<file path="config.mk">
export PLATFORM = sky130hd
export DESIGN_NAME = pvo_ctrl
export DESIGN_NICKNAME = d
export VERILOG_FILES = /design/src/hdl/pvo_pkg.sv /design/src/hdl/pvo_ctrl.sv
export SDC_FILE = /design/constraint.sdc
export NUM_CORES = 1
export LEC_CHECK = 0
export ABC_AREA = 1
export ABC_CLOCK_PERIOD_IN_PS = 2009
export BUFFER_PORTS_ARGS = -buffer_cell sky130_fd_sc_hd__buf_2
export CORE_UTILIZATION = 52
export CTS_BUF_LIST = sky130_fd_sc_hd__clkbuf_8
export DETAILED_ROUTE_END_ITERATION = 7
export GPL_ROUTABILITY_DRIVEN = 0
export HOLD_SLACK_MARGIN = 0.1
export PLACE_DENSITY = 0.79
export SLEW_MARGIN = 20
export SYNTH_ARGS = -nofsm -noshare
export SYNTH_HDL_FRONTEND = slang
export SYNTH_SLANG_ARGS = --single-unit
</file>
<file path="constraint.sdc">
create_clock -name clk -period 2.01 [get_ports clk]
set_clock_uncertainty 0.05 [all_clocks]
set_input_delay 0.201 -clock clk [delete_from_list [all_inputs] [get_ports clk]]
set_output_delay 0.201 -clock clk [all_outputs]
set_load 0.02 [all_outputs]
</file>
<file path="src/hdl/pvo_pkg.sv">
// ----------------------------------------------------------------------------
// pvo_pkg
// Shared widths, command and status types and helpers for the polygon
// vertex offset unit.
// ----------------------------------------------------------------------------
package pvo_pkg;

    localparam int MAX_VERTICES = 64;
    localparam int ADDR_W       = $clog2(MAX_VERTICES);
    localparam int CNT_W        = $clog2(MAX_VERTICES + 1);

    localparam int COORD_W   = 24;              // signed q16.8 coordinate
    localparam int DIFF_W    = COORD_W + 1;     // edge component
    localparam int OFF_W     = 16;              // unsigned q8.8 offset
    localparam int OFF_SHIFT = 6;               // offset * 64
    localparam int NRM_W     = 19;              // normal component
    localparam int MOP_W     = 25;              // multiplier operand
    localparam int PROD_W    = 2 * MOP_W;
    localparam int ACC_W     = 72;
    localparam int LEN2_W    = 50;
    localparam int LEN_SHIFT = 12;
    localparam int RAD_W     = LEN2_W + LEN_SHIFT;
    localparam int ROOT_W    = RAD_W / 2;
    localparam int DVD_W     = 70;              // divider dividend / quotient
    localparam int DVS_W     = 51;              // divider divisor / remainder
    localparam int DEN_W     = 51;
    localparam int NUM_W     = 46;
    localparam int NL_W      = 23;              // low slice of num per product
    localparam int QC_W      = 41;              // capped quotient magnitude
    localparam int Q_W       = QC_W + 1;
    localparam int SUM_W     = 43;

    localparam int SQRT_ITERS = ROOT_W;
    localparam int DIV_ITERS  = DVD_W;

    localparam logic [OFF_W-1:0] OFF_RESET = 16'd3840;
    localparam logic [QC_W-1:0]  Q_CAP     = {1'b1, {(QC_W-1){1'b0}}};

    typedef enum logic [3:0] {
        MUL_NONE,
        MUL_DX2_DX2,
        MUL_DY2_DY2,
        MUL_DY2_OFF,
        MUL_DX2_OFF,
        MUL_DY1_DX2,
        MUL_DX1_DY2,
        MUL_DNX_DY2,
        MUL_DNY_DX2,
        MUL_DX1_NH,
        MUL_DX1_NL,
        MUL_DY1_NH,
        MUL_DY1_NL
    } mul_sel_t;

    typedef enum logic [2:0] {
        ACC_HOLD,
        ACC_LOAD,
        ACC_ADD,
        ACC_SUB,
        ACC_SHADD
    } acc_op_t;

    typedef enum logic [1:0] {
        DIV_NX,
        DIV_NY,
        DIV_QX,
        DIV_QY
    } div_dest_t;

    typedef struct packed {
        logic              wr_en;
        logic [ADDR_W-1:0] wr_addr;
        logic              rd_en;
        logic [ADDR_W-1:0] rd_addr;
        logic              ld_a;
        logic              ld_b;
        logic              mk_edge;
        mul_sel_t          mul_sel;
        acc_op_t           acc_op;
        logic              sqrt_start;
        logic              div_start;
        div_dest_t         div_dest;
        logic              ld_den;
        logic              ld_num;
        logic              zero_n2;
        logic              clr_q;
        logic              advance;
        logic              emit;
        logic              emit_last;
        logic              emit_degen;
    } pvo_cmd_t;

    typedef struct packed {
        logic acc_zero;
        logic den_zero;
        logic ok1;
        logic ok2;
        logic sqrt_done;
        logic div_done;
        logic out_free;
    } pvo_stat_t;

    localparam logic signed [SUM_W-1:0] COORD_MAX = SUM_W'(2 ** (COORD_W - 1) - 1);
    localparam logic signed [SUM_W-1:0] COORD_MIN = -SUM_W'(2 ** (COORD_W - 1));

    function automatic logic [COORD_W-1:0] sat_coord(input logic signed [SUM_W-1:0] v);
        logic [COORD_W-1:0] r;
        if (v > COORD_MAX)
        begin
            r = COORD_MAX[COORD_W-1:0];
        end
        else if (v < COORD_MIN)
        begin
            r = COORD_MIN[COORD_W-1:0];
        end
        else
        begin
            r = v[COORD_W-1:0];
        end
        return r;
    endfunction

endpackage

</file>
<file path="src/hdl/pvo_ctrl.sv">
// ----------------------------------------------------------------------------
// pvo_ctrl
// Sequencer: vertex loading, then per vertex the edge normal, the
// intersection terms and the result hand-off.
// ----------------------------------------------------------------------------
module pvo_ctrl
    import pvo_pkg::*;
(
    input  logic      clk,
    input  logic      rst_n,
    input  logic      s_tvalid,
    input  logic      s_tlast,
    output logic      s_tready,
    input  pvo_stat_t stat,
    output pvo_cmd_t  cmd
);

    typedef enum logic [5:0] {
        ST_LOAD,
        ST_INIT_A,
        ST_INIT_B,
        ST_INIT_C,
        ST_VRD,
        ST_VCAP,
        ST_EDGE,
        ST_SQ1,
        ST_SQ2,
        ST_LENCHK,
        ST_SQRT_WAIT,
        ST_PX,
        ST_DX_GO,
        ST_DX_WAIT,
        ST_PY,
        ST_DY_GO,
        ST_DY_WAIT,
        ST_NORM_DONE,
        ST_DEN1,
        ST_DEN2,
        ST_DEN3,
        ST_CHK,
        ST_NUM1,
        ST_NUM2,
        ST_NUM3,
        ST_MX1,
        ST_MX2,
        ST_MX_GO,
        ST_MX_WAIT,
        ST_MY1,
        ST_MY2,
        ST_MY_GO,
        ST_MY_WAIT,
        ST_EMIT
    } state_t;

    state_t            state_reg, state_next;
    logic [CNT_W-1:0]  cnt_reg, cnt_next;
    logic [CNT_W-1:0]  n_reg, n_next;
    logic [ADDR_W-1:0] j_reg, j_next;
    logic              init_reg, init_next;
    logic              degen_reg, degen_next;

    logic              accept;
    logic              room;
    logic [CNT_W-1:0]  cnt_inc;
    logic [CNT_W-1:0]  n_m1;
    logic              j_last;
    logic [ADDR_W-1:0] k_addr;
    logic              degen_now;

    assign s_tready  = (state_reg == ST_LOAD);
    assign accept    = s_tvalid && s_tready;
    assign room      = cnt_reg < CNT_W'(MAX_VERTICES);
    assign cnt_inc   = cnt_reg + CNT_W'(room);
    assign n_m1      = n_reg - CNT_W'(1);
    assign j_last    = ({1'b0, j_reg} == n_m1);
    assign k_addr    = j_last ? '0 : j_reg + 1'b1;
    assign degen_now = !stat.ok1 || !stat.ok2 || stat.den_zero;

    always_comb
    begin
        state_next = state_reg;
        cnt_next   = cnt_reg;
        n_next     = n_reg;
        j_next     = j_reg;
        init_next  = init_reg;
        degen_next = degen_reg;
        cmd        = '0;
        cmd.mul_sel  = MUL_NONE;
        cmd.acc_op   = ACC_HOLD;
        cmd.div_dest = DIV_NX;

        case (state_reg)
            ST_LOAD:
            begin
                if (accept)
                begin
                    cmd.wr_en   = room;
                    cmd.wr_addr = cnt_reg[ADDR_W-1:0];
                    cnt_next    = cnt_inc;
                    if (s_tlast)
                    begin
                        n_next     = cnt_inc;
                        init_next  = 1'b1;
                        state_next = ST_INIT_A;
                    end
                end
            end
            ST_INIT_A:
            begin
                cmd.rd_en   = 1'b1;
                cmd.rd_addr = n_m1[ADDR_W-1:0];
                state_next  = ST_INIT_B;
            end
            ST_INIT_B:
            begin
                cmd.ld_a    = 1'b1;
                cmd.rd_en   = 1'b1;
                cmd.rd_addr = '0;
                state_next  = ST_INIT_C;
            end
            ST_INIT_C:
            begin
                cmd.ld_b   = 1'b1;
                state_next = ST_EDGE;
            end
            ST_VRD:
            begin
                cmd.rd_en   = 1'b1;
                cmd.rd_addr = k_addr;
                state_next  = ST_VCAP;
            end
            ST_VCAP:
            begin
                cmd.ld_b   = 1'b1;
                state_next = ST_EDGE;
            end
            ST_EDGE:
            begin
                cmd.mk_edge = 1'b1;
                state_next  = ST_SQ1;
            end
            ST_SQ1:
            begin
                cmd.mul_sel = MUL_DX2_DX2;
                cmd.acc_op  = ACC_LOAD;
                state_next  = ST_SQ2;
            end
            ST_SQ2:
            begin
                cmd.mul_sel = MUL_DY2_DY2;
                cmd.acc_op  = ACC_ADD;
                state_next  = ST_LENCHK;
            end
            ST_LENCHK:
            begin
                if (stat.acc_zero)
                begin
                    cmd.zero_n2 = 1'b1;
                    state_next  = ST_NORM_DONE;
                end
                else
                begin
                    cmd.sqrt_start = 1'b1;
                    state_next     = ST_SQRT_WAIT;
                end
            end
            ST_SQRT_WAIT:
            begin
                if (stat.sqrt_done)
                begin
                    state_next = ST_PX;
                end
            end
            ST_PX:
            begin
                cmd.mul_sel = MUL_DY2_OFF;
                cmd.acc_op  = ACC_LOAD;
                state_next  = ST_DX_GO;
            end
            ST_DX_GO:
            begin
                cmd.div_start = 1'b1;
                cmd.div_dest  = DIV_NX;
                state_next    = ST_DX_WAIT;
            end
            ST_DX_WAIT:
            begin
                if (stat.div_done)
                begin
                    state_next = ST_PY;
                end
            end
            ST_PY:
            begin
                cmd.mul_sel = MUL_DX2_OFF;
                cmd.acc_op  = ACC_LOAD;
                state_next  = ST_DY_GO;
            end
            ST_DY_GO:
            begin
                cmd.div_start = 1'b1;
                cmd.div_dest  = DIV_NY;
                state_next    = ST_DY_WAIT;
            end
            ST_DY_WAIT:
            begin
                if (stat.div_done)
                begin
                    state_next = ST_NORM_DONE;
                end
            end
            ST_NORM_DONE:
            begin
                if (init_reg)
                begin
                    cmd.advance = 1'b1;
                    j_next      = '0;
                    init_next   = 1'b0;
                    state_next  = ST_VRD;
                end
                else
                begin
                    state_next = ST_DEN1;
                end
            end
            ST_DEN1:
            begin
                cmd.mul_sel = MUL_DY1_DX2;
                cmd.acc_op  = ACC_LOAD;
                state_next  = ST_DEN2;
            end
            ST_DEN2:
            begin
                cmd.mul_sel = MUL_DX1_DY2;
                cmd.acc_op  = ACC_SUB;
                state_next  = ST_DEN3;
            end
            ST_DEN3:
            begin
                cmd.ld_den = 1'b1;
                state_next = ST_CHK;
            end
            ST_CHK:
            begin
                degen_next = degen_now;
                if (degen_now)
                begin
                    cmd.clr_q  = 1'b1;
                    state_next = ST_EMIT;
                end
                else
                begin
                    state_next = ST_NUM1;
                end
            end
            ST_NUM1:
            begin
                cmd.mul_sel = MUL_DNX_DY2;
                cmd.acc_op  = ACC_LOAD;
                state_next  = ST_NUM2;
            end
            ST_NUM2:
            begin
                cmd.mul_sel = MUL_DNY_DX2;
                cmd.acc_op  = ACC_ADD;
                state_next  = ST_NUM3;
            end
            ST_NUM3:
            begin
                cmd.ld_num = 1'b1;
                state_next = ST_MX1;
            end
            ST_MX1:
            begin
                cmd.mul_sel = MUL_DX1_NH;
                cmd.acc_op  = ACC_LOAD;
                state_next  = ST_MX2;
            end
            ST_MX2:
            begin
                cmd.mul_sel = MUL_DX1_NL;
                cmd.acc_op  = ACC_SHADD;
                state_next  = ST_MX_GO;
            end
            ST_MX_GO:
            begin
                cmd.div_start = 1'b1;
                cmd.div_dest  = DIV_QX;
                state_next    = ST_MX_WAIT;
            end
            ST_MX_WAIT:
            begin
                if (stat.div_done)
                begin
                    state_next = ST_MY1;
                end
            end
            ST_MY1:
            begin
                cmd.mul_sel = MUL_DY1_NH;
                cmd.acc_op  = ACC_LOAD;
                state_next  = ST_MY2;
            end
            ST_MY2:
            begin
                cmd.mul_sel = MUL_DY1_NL;
                cmd.acc_op  = ACC_SHADD;
                state_next  = ST_MY_GO;
            end
            ST_MY_GO:
            begin
                cmd.div_start = 1'b1;
                cmd.div_dest  = DIV_QY;
                state_next    = ST_MY_WAIT;
            end
            ST_MY_WAIT:
            begin
                if (stat.div_done)
                begin
                    state_next = ST_EMIT;
                end
            end
            ST_EMIT:
            begin
                if (stat.out_free)
                begin
                    cmd.emit       = 1'b1;
                    cmd.emit_last  = j_last;
                    cmd.emit_degen = degen_reg;
                    if (j_last)
                    begin
                        cnt_next   = '0;
                        state_next = ST_LOAD;
                    end
                    else
                    begin
                        cmd.advance = 1'b1;
                        j_next      = j_reg + 1'b1;
                        state_next  = ST_VRD;
                    end
                end
            end
            default:
            begin
                state_next = ST_LOAD;
            end
        endcase
    end

    always_ff @(posedge clk or negedge rst_n)
    begin
        if (!rst_n)
        begin
            state_reg <= ST_LOAD;
            cnt_reg   <= '0;
            n_reg     <= '0;
            j_reg     <= '0;
            init_reg  <= 1'b0;
            degen_reg <= 1'b0;
        end
        else
        begin
            state_reg <= state_next;
            cnt_reg   <= cnt_next;
            n_reg     <= n_next;
            j_reg     <= j_next;
            init_reg  <= init_next;
            degen_reg <= degen_next;
        end
    end

endmodule

</file>
==> impl_metrics.toml <==
[logic_synthesis]
ys_seq_area_share_pct = 29.9
synth_area_um2 = 2340
yosys-top-cells-count = "nand2_1 (100), nand3_1 (51), nor2_1 (47)"
async_flop_share_pct = 100
synthCells = 368
synth.area.top_cells = "dfrtp_1 (30%), nand2_1 (16%), nand3_1 (11%)"
ys_seq_elements = 28
synth_ff_type = "dfrtp_1"
yosysWarnings = 0
synth.distinct_cells = 29
synth_nets = 383
synth_edf_count = 0
netlist.area_leader.share_pct = 29.9
synth_area_leader_cell = "dfrtp_1"
syn_avg_cell_area_um2 = 6.37
yosysMostFrequentCell = "nand2_1"

[drt]
highest-signal-layer = "met4"
drt-total-wl_um = 7700
wl_per_cell_um = 15.5
drcViolationCount = 0
m1WireLength_um = 3260
num_vias = 2848
route.met3.wl_um = 509
detail_route.iter0.violations = 273
postRouteAntennaNets = 0
drt_pass1_iterations = 5
wl_met2_um = 3840
viasPerCell = 5.74

[floorplanning]
initial_core_util_pct = 53.8
core_um2 = 4350
ioPinCount = 48
die_w_um = 69.1
die_h_um = 69.1
fp-row-count = 24
die-area_um2 = 4780

[sta]
maxSlewViolCount = 0
worst_pin_slew_ns = 0.664
max_clock_freq_ghz = 0.451
whs_ns = 0.196
setup_violations = 15
finalHoldViolCount = 0
worst_slack_ns = -0.208
fin_crit_sh_pct = 110
rsz0062_at_grt = "true"
period_needed_ns = 2.22
tns_ns = -1.81
max-slew-margin-rel_pct = 55.8

[layout]
post-route-util_pct = 75.5
syn2layout_area_growth_pct = 40.4
nFillCells = 323
final_nets = 460
antenna_cells = 0
drive_gt1_share_pct = 38.5

[critical_path]
critPathMostFrequentCell = "buf_6"
critPathLaunchType = "flop"
critical_path_class = "flop to output pin"
critPathMaxFanout = 6
required_ns = 1.76
path_buf_inv = 3
crit_arrival_ns = 1.97
slowest_delay_ns = 0.41
critical_path.top_delay_family = "simple AND/OR/NAND/NOR gates"
crit_chain = "inv_2 -> ha_4 -> buf_6 -> nand3_1 -> nand3_2 -> nand2_2 -> nor2_4 -> nand3_4 -> nand2_4 -> o22ai_2 -> buf_6"
end_kind = "output pin"
slowest_stage = "dfrtp_1"

[status]
status = "finished with violations"
violations = "setup timing"

[placement]
io_buffers = 47
dp_hpwl_um = 5050

[clocking]
clkTransAtPathRegs_ns = 0.10
clock-sinks = 28
root_buffer = "clkbuf_8"
clockBufferDepth = 2
cts-htree-levels = 1
cts_buffers = 3
cts_tree = "yes"
clk_latency_ns = 0.28

[power]
ir_drop_uv = 711
power.density_nw_per_um2 = 1350
power_w = 0.00443
power_leakage_nw = 1.76

[grt]
grt_pass1_wl_um = 11700
grt_max_degree = 29
grt_pass1_vias = 2625
gr-total-overflow = 0
antenna_found_initial = 0
grt_usage_pct = 29.4

[run]
max_cap_viol_count = 0

[worst_hold_path]
hold_class = "input pin to flop"
-- cells by family after synthesis --
logic type / synth area share, %
simple gates: 47.5
buf+inv: 8.86
compound gates: 7.47
flops: 29.9
xor+xnor: 4.11
fa+ha+maj: 2.14
-- metrics by stage --
| stage | area [um2] | std cells | setup slack, ns |
|---|---|---|---|
| 6_report | 3290 | 496 | -0.208 |
| 5_1_grt | 3290 | 496 | -0.330 |
| 4_1_cts | 2960 | 487 | -0.165 |
| 3_5_place_dp | 2710 | 475 | -0.0856 |
| 3_3_place_gp | 2710 | 475 | -0.00820 |
| 2_1_floorplan | 2340 | 368 | -0.0241 |
-- worst min-delay path, delay by kind of cell --
family                 cells  cell delay (ns)
AND/OR/NAND/NOR            2             0.20
buffers and inverters      1             0.07
-- timing repair --
| item | CTS | global route |
|---|---|---|
| endpoints found under the hold margin | 28 | 0 |
| setup buffers | 7 | 9 |
| pin swaps | 7 | 17 |
| hold buffers | 1 | 0 |
| setup endpoints to repair | 21 | 43 |
| resized for setup | 38 | 70 |
-- cells in the final DEF (no fill, tap or decap), drive strengths merged --
master / instances
nand3: 55
o21ai: 17
inv: 50
o22ai: 4
o211ai: 1
ha: 4
clkinv: 1
nand4: 9
nand2: 102
xor2: 9
o2111ai: 1
dfrtp: 28
xnor2: 2
nor2: 56
nor3b: 3
or2: 1
buf: 74
nand3b: 2
clkbuf: 4
dlygate4sd3: 1
a21oi: 9
nor3: 11
-- path summary, 6_finish.rpt --
| kind | slack [ns] | cells after the start | end | start |
|---|---|---|---|---|
| worst min-delay path | 0.20 | 3 | state_reg[1]$_DFFE_PN0P_ | stat[2] |
| max in group asynchronous | 1.01 | 2 | state_reg[5]$_DFFE_PN0P_ | rst_n |
| worst max-delay path | -0.21 | 11 | cmd[25] | n_reg[1]$_DFFE_PN0P_ |
| min in group asynchronous | 0.43 | 2 | n_reg[5]$_DFFE_PN0P_ | rst_n |
| worst max register to register | -0.08 | 15 | cnt_reg[5]$_DFFE_PN0P_ | n_reg[1]$_DFFE_PN0P_ |
| worst min register to register | 0.47 | 2 | cnt_reg[5]$_DFFE_PN0P_ | cnt_reg[5]$_DFFE_PN0P_ |
-- routing by layer --
layer | GRT usage (%) | up-vias
met5 | 0 | -
met4 | 5.67 | 0
met3 | 4.68 | 16
met2 | 49.2 | 141
met1 | 40.3 | 1337
li1 | - | 1354
-- power by group --
part | total (W) | switching [W] | internal (W)
Sequential | 0.000963 | 0.000225 | 0.000738
Combinational | 0.00310 | 0.00192 | 0.00118
Clock | 0.000360 | 0.000185 | 0.000176
Total | 0.00443 | 0.00233 | 0.00210
-- layout make-up --
| cell class | count | area, um2 | area share, % |
|---|---|---|---|
| multi-input combinational | 286 | 1760 | 53.5 |
| sequential | 28 | 708 | 21.5 |
| timing repair buffer | 75 | 508 | 15.4 |
| inverter | 51 | 193 | 5.86 |
| tap | 52 | 65.1 | 1.98 |
| clock buffer | 4 | 55.1 | 1.67 |
Power figures use the tool's default switching activity.
